<file path="config.mk">
export PLATFORM = sky130hd
export DESIGN_NAME = fpnc_ctrl
export DESIGN_NICKNAME = d
export VERILOG_FILES = /design/src/rtl/fpnc_pkg.sv /design/src/rtl/fpnc_ctrl.sv
export VERILOG_INCLUDE_DIRS = /design/src /design/src/rtl
export SDC_FILE = /design/constraint.sdc
export NUM_CORES = 1
export LEC_CHECK = 0
export BUFFER_PORTS_ARGS = -buffer_cell sky130_fd_sc_hd__clkbuf_2
export CORE_MARGIN = 2
export CORE_UTILIZATION = 35
export CTS_BUF_LIST = sky130_fd_sc_hd__clkbuf_4 sky130_fd_sc_hd__clkbuf_8 sky130_fd_sc_hd__clkbuf_16
export DETAILED_ROUTE_END_ITERATION = 12
export PLACE_DENSITY = 0.6
export SLEW_MARGIN = 40
export SYNTH_ARGS = -nofsm -noshare
export SYNTH_HDL_FRONTEND = slang
export SYNTH_SLANG_ARGS = --single-unit
</file>
<file path="constraint.sdc">
create_clock -name clk -period 3.57 [get_ports clk]
set_input_delay 0.357 -clock clk [delete_from_list [all_inputs] [get_ports clk]]
set_output_delay 0.357 -clock clk [all_outputs]
set_load 0.005 [all_outputs]
</file>
<file path="src/rtl/fixed_pattern_noise_calibrator_defines.svh">
// assertion helpers used by the calibrator rtl
`ifndef FIXED_PATTERN_NOISE_CALIBRATOR_DEFINES_SVH
`define FIXED_PATTERN_NOISE_CALIBRATOR_DEFINES_SVH

// same-cycle implication
`define FPNC_ASSERT_IMP(lbl, clk, rst, ante, cons, msg) \
  lbl: assert property (@(posedge clk) disable iff (rst) (ante) |-> (cons)) \
    else $error(msg);

// next-cycle implication
`define FPNC_ASSERT_NXT(lbl, clk, rst, ante, cons, msg) \
  lbl: assert property (@(posedge clk) disable iff (rst) (ante) |=> (cons)) \
    else $error(msg);

`endif

</file>
<file path="src/rtl/fpnc_pkg.sv">
`default_nettype none
package fpnc_pkg;

  localparam int IDX_W     = 14;
  localparam int PIX_W     = 8;
  localparam int SUM_W     = 16;
  localparam int FRAME_W   = 15;
  localparam int CFG_IDX_W = 1;

  localparam logic [PIX_W-1:0]   PIX_MAX          = 8'd255;
  localparam logic [FRAME_W-1:0] FRAME_PIXELS_RST = 15'd12544;

  localparam logic [CFG_IDX_W-1:0] REG_FRAME_PIXELS      = 1'd0;
  localparam logic [CFG_IDX_W-1:0] REG_CORRECTION_ENABLE = 1'd1;

  typedef enum logic [1:0] {
    CMD_CLEAR   = 2'd0,
    CMD_ACCUM   = 2'd1,
    CMD_FINISH  = 2'd2,
    CMD_CORRECT = 2'd3
  } cmd_t;

  // result handed from the sequencer to the output register
  typedef struct packed {
    logic             valid;
    logic [PIX_W-1:0] value;
    logic             is_finish;
  } fpnc_res_t;

endpackage
`default_nettype wire

</file>
<file path="src/rtl/fpnc_ctrl.sv">
`default_nettype none
`include "fixed_pattern_noise_calibrator_defines.svh"
module fpnc_ctrl #(
  parameter int  MAX_PIXELS = 16384,
  parameter int  AVG_SHIFT  = 7,
  localparam int ADDR_W     = (MAX_PIXELS > 1) ? $clog2(MAX_PIXELS) : 1
) (
  input  wire logic                          clk,
  input  wire logic                          rst,
  input  wire logic                          in_valid,
  output logic                               in_ready,
  input  wire fpnc_pkg::cmd_t                cmd,
  input  wire logic [fpnc_pkg::IDX_W-1:0]    pixel_index,
  input  wire logic [fpnc_pkg::PIX_W-1:0]    pixel_value,
  input  wire logic [fpnc_pkg::FRAME_W-1:0]  frame_pixels,
  input  wire logic                          correction_enable,
  output fpnc_pkg::fpnc_res_t                res,
  input  wire logic                          res_ready,
  output logic                               sum_rd_en,
  output logic      [ADDR_W-1:0]             sum_rd_addr,
  input  wire logic [fpnc_pkg::SUM_W-1:0]    sum_rd_data,
  output logic                               sum_wr_en,
  output logic      [ADDR_W-1:0]             sum_wr_addr,
  output logic      [fpnc_pkg::SUM_W-1:0]    sum_wr_data,
  output logic                               mask_rd_en,
  output logic      [ADDR_W-1:0]             mask_rd_addr,
  input  wire logic [fpnc_pkg::PIX_W-1:0]    mask_rd_data,
  output logic                               mask_wr_en,
  output logic      [ADDR_W-1:0]             mask_wr_addr,
  output logic      [fpnc_pkg::PIX_W-1:0]    mask_wr_data
);
  import fpnc_pkg::*;

  localparam int CNT_W  = $clog2(MAX_PIXELS + 1);
  localparam int NW     = (CNT_W > FRAME_W) ? CNT_W : FRAME_W;
  localparam logic [NW-1:0]    MAXP     = NW'(MAX_PIXELS);
  localparam logic [CNT_W-1:0] LAST_ROW = CNT_W'(MAX_PIXELS - 1);

  typedef enum logic [2:0] {
    S_IDLE, S_CLEAR, S_ACC, S_MAX, S_MASK, S_CORR, S_RESULT
  } state_t;

  state_t            state;
  logic [CNT_W-1:0]  k;
  logic [ADDR_W-1:0] k_d;
  logic              pend;
  logic [PIX_W-1:0]  max_avg;
  logic [ADDR_W-1:0] idx_r;
  logic [PIX_W-1:0]  val_r;
  logic              use_mask_r;
  logic [PIX_W-1:0]  res_value;
  logic              res_finish;

  logic [NW-1:0]     frame_ext;
  logic [NW-1:0]     n_act;
  logic [NW-1:0]     idx_ext;
  logic [ADDR_W-1:0] idx_addr;
  logic              in_range;
  logic              in_accept;
  logic              issue;
  logic [SUM_W-1:0]  avg_wide;
  logic [PIX_W-1:0]  avg;

  // active pixel count, clipped to the memory depth
  assign frame_ext = NW'(frame_pixels);
  assign n_act     = (frame_ext < MAXP) ? frame_ext : MAXP;
  assign idx_ext   = NW'(pixel_index);
  assign idx_addr  = idx_ext[ADDR_W-1:0];
  assign in_range  = idx_ext < n_act;

  assign in_ready  = (state == S_IDLE) || ((state == S_RESULT) && res_ready);
  assign in_accept = in_valid && in_ready;

  // scan reads during both finish passes
  assign issue = ((state == S_MAX) || (state == S_MASK)) && (NW'(k) < n_act);

  assign avg_wide = sum_rd_data >> AVG_SHIFT;
  assign avg      = (|avg_wide[SUM_W-1:PIX_W]) ? PIX_MAX : avg_wide[PIX_W-1:0];

  assign sum_rd_en   = issue || (in_accept && (cmd == CMD_ACCUM) && in_range);
  assign sum_rd_addr = issue ? k[ADDR_W-1:0] : idx_addr;
  assign sum_wr_en   = (state == S_CLEAR) || (state == S_ACC);
  assign sum_wr_addr = (state == S_CLEAR) ? k[ADDR_W-1:0] : idx_r;
  assign sum_wr_data = (state == S_CLEAR) ? '0 : sum_rd_data + SUM_W'(val_r);

  assign mask_rd_en   = in_accept && (cmd == CMD_CORRECT) && in_range && correction_enable;
  assign mask_rd_addr = idx_addr;
  assign mask_wr_en   = (state == S_MASK) && pend;
  assign mask_wr_addr = k_d;
  assign mask_wr_data = max_avg - avg;

  assign res.valid     = (state == S_RESULT);
  assign res.value     = res_value;
  assign res.is_finish = res_finish;

  always_ff @(posedge clk) begin
    if (rst) begin
      state   <= S_IDLE;
      pend    <= 1'b0;
      max_avg <= '0;
    end else begin
      pend <= issue;
      k_d  <= k[ADDR_W-1:0];
      if (in_accept) begin
        idx_r      <= idx_addr;
        val_r      <= pixel_value;
        use_mask_r <= in_range && correction_enable;
        unique case (cmd)
          CMD_CLEAR: begin
            k     <= '0;
            state <= S_CLEAR;
          end
          CMD_ACCUM: begin
            state <= in_range ? S_ACC : S_IDLE;
          end
          CMD_FINISH: begin
            k       <= '0;
            max_avg <= '0;
            if (n_act == '0) begin
              res_value  <= '0;
              res_finish <= 1'b1;
              state      <= S_RESULT;
            end else begin
              state <= S_MAX;
            end
          end
          CMD_CORRECT: begin
            state <= S_CORR;
          end
          default: state <= S_IDLE;
        endcase
      end else begin
        unique case (state)
          S_IDLE: ;
          S_CLEAR: begin
            k <= k + 1'b1;
            if (k == LAST_ROW) begin
              state <= S_IDLE;
            end
          end
          S_ACC: state <= S_IDLE;
          S_MAX: begin
            if (issue) begin
              k <= k + 1'b1;
            end
            if (pend && (avg > max_avg)) begin
              max_avg <= avg;
            end
            if (!issue && !pend) begin
              k     <= '0;
              state <= S_MASK;
            end
          end
          S_MASK: begin
            if (issue) begin
              k <= k + 1'b1;
            end
            if (!issue && !pend) begin
              res_value  <= max_avg;
              res_finish <= 1'b1;
              state      <= S_RESULT;
            end
          end
          S_CORR: begin
            res_value  <= use_mask_r ? val_r + mask_rd_data : val_r;
            res_finish <= 1'b0;
            state      <= S_RESULT;
          end
          S_RESULT: begin
            if (res_ready) begin
              state <= S_IDLE;
            end
          end
          default: state <= S_IDLE;
        endcase
      end
    end
  end

  `FPNC_ASSERT_IMP(a_acc_after_read, clk, rst, state == S_ACC, $past(sum_rd_en), "accumulate write without read")
  `FPNC_ASSERT_IMP(a_no_rw_overlap, clk, rst, sum_wr_en, !sum_rd_en, "sum read overlaps a write")
  `FPNC_ASSERT_IMP(a_mask_in_frame, clk, rst, mask_wr_en, NW'(k_d) < n_act, "mask write beyond frame")
  `FPNC_ASSERT_NXT(a_clear_blocks, clk, rst, in_accept && (cmd == CMD_CLEAR), !in_ready, "input taken during clear")
endmodule
`default_nettype wire

</file>
# Yosys cells after proc, flatten, opt, wreduce, memory -nomap -nowiden
# Index checks and enable logic that the tools add are counted.
[op_classes] addsub=4 n_lt_le_gt_ge=4 n_eq_ne=18 n_mux=34 bitwise_logic=1 reduce_logical=31
[op_table] operator="$mux W8" n=10
[op_table] operator="$mux W15" n=5
[op_table] operator="$pmux W15 S3" n=1
[op_table] operator="$mux W14" n=2
[op_table] operator="$mux W3" n=6
[op_table] operator="$pmux W3 S6" n=1
[op_table] operator="$add A16 B8 Y16" n=1
[op_table] operator="$mux W16" n=1
[op_table] operator="$pmux W8 S2" n=1
[op_table] operator="$add A15 B1 Y15 const B" n=1
[op_table] operator="$eq A15 B14 Y1 const B" n=1
[op_table] operator="$logic_not A15 Y1" n=1
[op_table] operator="$lt A14 B15 Y1" n=1
[op_table] operator="$lt A15 B15 Y1" n=1
[op_table] operator="$lt A15 B15 Y1 const B" n=1
[op_table] operator="$logic_and A1 B1 Y1" n=12
[op_table] operator="$pmux W3 S4" n=1
[op_table] operator="$reduce_and A5 Y1" n=2
[op_table] operator="$eq A3 B3 Y1 const B" n=3
[op_table] operator="$ne A3 B2 Y1 const B" n=3
[op_table] operator="$add A8 B8 Y8" n=1
[op_table] operator="$gt A8 B8 Y1" n=1
[op_table] operator="$sub A8 B8 Y8" n=1
[op_table] operator="$eq A3 B2 Y1 const B" n=2
[op_table] operator="20 further kinds" n=32
[totals] reg_bits=73

# Logic depth before layout (Yosys ltp)
[depth] word_depth=9 mapped_depth=11 depth_no_buf=10

# Worst setup path after synthesis
# Ideal clock, no wire load.
[synth_timing] path_kind="input to register" start="in frame_pixels[14] in the netlist's numbering" end="reg res_finish (enable)" setup_ns=0.390 arrival_ns=2.620 t_required_ns=3.180 setup_slack_ns=0.560 path_stages=10 path_buffers=1 cell_sequence="inv_2 -> clkbuf_1 -> nand2_1 -> ha_1 -> nand2_1 -> nor3b_4 -> a32oi_2 -> a21oi_1 -> o21ai_0 -> a211oi_1"
[synth_between] elab_chain_len=8
[synth_rtl] item="from (decl)" line="fpnc_ctrl.sv:15" text="input wire logic [fpnc_pkg::FRAME_W-1:0] frame_pixels,"
[synth_rtl] item="$lt A15 B15 Y1" line="fpnc_ctrl.sv:66" text="assign n_act = (frame_ext < MAXP) ? frame_ext : MAXP;"
[synth_rtl] item="$mux W15 (*)" line="fpnc_ctrl.sv:66"
[synth_rtl] item="$lt A15 B15 Y1" line="fpnc_ctrl.sv:75" text="assign issue = ((state == S_MAX) || (state == S_MASK)) && (NW'(k) < n_act);"
[synth_rtl] item="$logic_and A1 B1 Y1" line="fpnc_ctrl.sv:75"
[synth_rtl] item="$logic_not A1 Y1" line="fpnc_ctrl.sv:158" text="if (!issue && !pend) begin"
[synth_rtl] item="$logic_and A1 B1 Y1" line="fpnc_ctrl.sv:158"
[synth_rtl] item="$ne A3 B2 Y1 (no source line)"
[synth_rtl] item="$reduce_and A5 Y1 (no source line) (*)"
[synth_rtl] item="to (signal assigned)" line="fpnc_ctrl.sv:121" text="res_finish <= 1'b1;"
[synth_rtl] item="to (signal assigned)" line="fpnc_ctrl.sv:160" text="res_finish <= 1'b1;"
[synth_rtl] item="to (signal assigned)" line="fpnc_ctrl.sv:166" text="res_finish <= 1'b0;"
[synth_rtl] item="to (decl)" line="fpnc_ctrl.sv:52" text="logic res_finish;"
# Mark *: on every way between the ends. The rest lies on a longest branch, timed or not.
# A chain may end at the register's enable or synchronous reset.

# Final worst setup path
[layout_timing] start="reg val_r[1]" end="out sum_wr_data[11] in the netlist's numbering"
[layout_between] elab_chain_len=2
[layout_rtl] item="from (decl)" line="fpnc_ctrl.sv:49" text="logic [PIX_W-1:0] val_r;"
[layout_rtl] item="from (signal assigned)" line="fpnc_ctrl.sv:106" text="val_r <= pixel_value;"
[layout_rtl] item="$add A16 B8 Y16" line="fpnc_ctrl.sv:84" text="assign sum_wr_data = (state == S_CLEAR) ? '0 : sum_rd_data + SUM_W'(val_r);"
[layout_rtl] item="$mux W16" line="fpnc_ctrl.sv:84"
[layout_rtl] item="to (decl)" line="fpnc_ctrl.sv:24" text="output logic [fpnc_pkg::SUM_W-1:0] sum_wr_data,"
# Every way passes these cells.

==> results.md <==
- Status: complete, no violations
- Routability cong.: 0.9013
- Finished Layout Cells: ~960
- Buf/Inv on CP: 1
- Initial antenna violation count: 0
- DRC violations left: 0
- Die Height: around 130 um
- Routed vias: a little over 5000
- Setup TNS: 0 ps
- TritonCTS clock tree: yes
- CP top delay family: compound AO/OA/AOI/OAI gates
- IO Pins: approximately 160
- Mapped cell area: 0.005600 mm2
- PortBufs: roughly 160
- Slew Limit Fails: 0
- CP Depth: 8
- Cells after DPL: ~940
- Crit path capture: sum_wr_data[11]
- CP Launch Point: val_r[1]$_DFFE_PP_
- Fmax: approximately 320 MHz
- Final worst slack: about 450 ps
- Cts repair resizes: 0
- Reg2Reg Capture Point: k[5]$_SDFFCE_PP0P_
- Clock skew: 10.46 ps
- Worst Setup End Kind: primary output
- Worst hold path type: input pin to register
- Rows: between 40 and 50
- Chip width: around 130 um
- Worst-path clk slew: ~60 ps
- Cts hold-fix bufs: 0
- Area growth syn-to-layout: 22.90%
- Largest net degree at the start of global routing: 26
- Initial Utilization: between 30% and 40%
- Arr. time, crit path: approximately 2800 ps
- Main synth FF type: edfxtp_1
- Fraction of layout cells with a size suffix above 1: a little under a third
- Rel. slew slack: 49.46%
- DR WL/cell: about 18 um
- Clock Sinks: 73
- RSZ-0062 raised after global routing: false
- Slowest CP cell: nor3b_1
- CP cell instances: ha_1, a21o_1, a21oi_1, o21a_1, nor3b_1, o21ai_0, mux2i_1, clkbuf_2
- Grt ovf: 0
- H-Tree Depth: 3
- Sequential fraction of the synthesis area: 37.00%
- Core Box Area: ~0.016 mm2
- P per Cell Area: roughly 560 mW/mm2
- Antenna cells: 0
- Post-CTS setup buffer count: 0
- Die Area: approximately 0.017 mm2
- Fin nets: 858
- Post-Syn Nets: roughly 710
- Max-Cap Viols: 0
- Total CTS buffers: 9
- Setup Viol. Count Final: 0
- Hpwl dp: between 10 and 15 mm
- Cell variety after synth: 66
- Fin crit period: between 3000 and 4000 ps
- Worst slew pin tran: about 750 ps
- Syn. warnings: 0
- CTS root buffer: clkbuf_16
- Leakage power: about 3.1 nW
- WL final: ~17 mm
- Initial DRC count: 362
- First-pass GRT wire length: roughly 26 mm
- Worst slack at placement: 364.5 ps
- Flop-to-flop setup slack: roughly 700 ps
- Slowest stage delay, CP: 620 ps
- Final clock period utilization by the worst path: approximately 88%
- Worst R2R Start: k[9]$_SDFFCE_PP0P_
- R2R cell count: 7
- Vias/cell: approximately 5.3
- Post-synth EDFFs: 61
- Fin. Hold Viols: 0
- Setup Crit Path Kind: register to primary output
- Worst-path maximum fanout: 4
- Synthesized flop and latch total: between 70 and 80
- Async SR Flop Fraction: 0%
- Vias in the first global route: roughly 4900
- Longest Clk Path Bufs: 2
- Syn Inst Count: 587
- TritonRoute pass-1 iters: 4
- Worst EP required: ~3200 ps
- Antenna viol nets, final: 0
- Worst IR Drop VDD: ~0.27 mV
- Avg Inst Size Synth: between 9 and 10 um2
- CP Launch Type: register
- Global-route usage over all layers: between 20% and 30%
- Skew-Pair Late Insertion Delay: between 300 and 400 ps
## cell usage in the layout (no fill, tap or decap), types with 6 or more instances in the layout
| cell | instances |
|---|---|
| mux2i_1 | 19 |
| nor2_1 | 42 |
| xnor2_1 | 14 |
| clkbuf_2 | 162 |
| mux2_2 | 6 |
| nand2_1 | 90 |
| nor3_1 | 13 |
| edfxtp_1 | 61 |
| buf_4 | 14 |
| nand3_1 | 11 |
| nand2b_1 | 9 |
| a21o_1 | 6 |
| mux2_1 | 9 |
| o21ai_0 | 31 |
| inv_1 | 17 |
| a311oi_2 | 9 |
| clkbuf_16 | 9 |
| nor2b_1 | 7 |
| a21oi_1 | 30 |
| a211oi_1 | 11 |
| ha_1 | 51 |
| dfxtp_1 | 12 |
| and3_1 | 8 |
## synthesized netlist by cell type (4+ instances only)
library cell | number | area [um2]
o21a_1 | 5 | 37.54
and2_1 | 5 | 31.28
mux2i_1 | 19 | 190.2
o21ai_0 | 31 | 155.2
or2_2 | 5 | 31.28
edfxtp_1 | 61 | 1832
ha_1 | 51 | 638.1
a311oi_2 | 9 | 135.1
and3_1 | 8 | 50.05
mux2_2 | 6 | 67.56
dfxtp_1 | 12 | 240.2
nor2b_1 | 7 | 43.79
nor4_1 | 5 | 31.28
mux2_1 | 9 | 101.4
a21oi_1 | 30 | 150.1
nor2_1 | 44 | 165.2
clkbuf_1 | 13 | 48.80
nand2b_1 | 9 | 56.30
inv_1 | 17 | 63.81
nand2_1 | 90 | 337.8
nand4_1 | 5 | 31.28
a211oi_1 | 11 | 82.58
o211ai_1 | 4 | 30.03
nor3_1 | 13 | 65.06
buf_2 | 6 | 30.03
a31oi_1 | 5 | 31.28
xnor2_1 | 14 | 122.6
nand3_1 | 11 | 55.05
a21o_1 | 6 | 45.04
buf_4 | 17 | 127.6
## worst min-delay path by stage
stage	startpoint	to	slack, ps	depth (start not counted)
after floorplan	max_avg[0]$_SDFFE_PP0P_	max_avg[0]$_SDFFE_PP0P_	450	2
after global placement	max_avg[7]$_SDFFE_PP0P_	max_avg[7]$_SDFFE_PP0P_	480	2
after detailed placement	max_avg[7]$_SDFFE_PP0P_	max_avg[7]$_SDFFE_PP0P_	490	2
after CTS	pixel_value[5]	val_r[5]$_DFFE_PP_	190	1
after global routing	pixel_value[5]	val_r[5]$_DFFE_PP_	180	1
final	pixel_value[2]	val_r[2]$_DFFE_PP_	190	1
## state kept, by name (all words and copies together), names as in the netlist
name and count:
res_value 8, mask_wr_addr 14, k 15, res_finish 1
val_r 8, pend 1, use_mask_r 1, state 3
idx_r 14, max_avg 8
## stage by stage
| stage | instance area (um2) | hold WS, ps | power [W] | utilization, % |
|---|---|---|---|---|
| finish | 6883 | 193.4 | 0.003863 | 43.64 |
| detailed placement | 6563 | 491.7 | 0.002892 | 41.61 |
| global route | 6883 | 177.7 | 0.004092 | 43.64 |
| floorplan | 5600 | 451.4 | 0.002269 | - |
| CTS | 6882 | 185.5 | 0.003880 | 43.64 |
| global placement | 6563 | 475.1 | 0.002857 | 41.61 |
## kinds of logic (layout without fill, tap and decap cells)
family / count (synthesis) / count (layout) / synth area share [%]
xor gates and xnor gates: 17 / 17 / 2.659
AOI/OAI and AO/OA: 127 / 127 / 16.40
buffers and inverters: 57 / 211 / 5.362
adders and majority gates: 54 / 54 / 12.47
DFF: 73 / 73 / 37.00
muxes: 34 / 34 / 6.412
and+or+nand+nor: 225 / 225 / 19.71
## power breakdown
part           switching (W)  internal [W]  leakage [nW]  total (W)
Clock               0.000371      0.000612         0.153   0.000983
Combinational       0.000939      0.000654          2.24    0.00159
Sequential          0.000155       0.00113         0.670    0.00129
Total                0.00147       0.00240          3.06    0.00386
## worst register-to-register path, delay by kind of cell (launching register included)
kind | cells | cell delay, ps
compound gates | 2 | 770
simple gates | 4 | 910
flops | 1 | 560
fa+ha+maj | 1 | 370
## final cells by class
type / count / area, um2
timing repair buffer: 176 / 915.9
clock inverter: 7 / 93.84
sequential: 73 / 2072
clock buffer: 9 / 225.2
inverter: 19 / 71.32
multi-input combinational: 457 / 3234
tap: 216 / 270.3
fill: 1579 / 8887
## per-layer routing
| metal | global-route usage [%] | wire [um] |
|---|---|---|
| met2 | 35.57 | 8405 |
| met1 | 24.30 | 7138 |
| met4 | 6.258 | 476 |
| met3 | 4.520 | 1079 |
| met5 | 0 | 0 |
No activity file was read; power rests on OpenSTA's default activity.
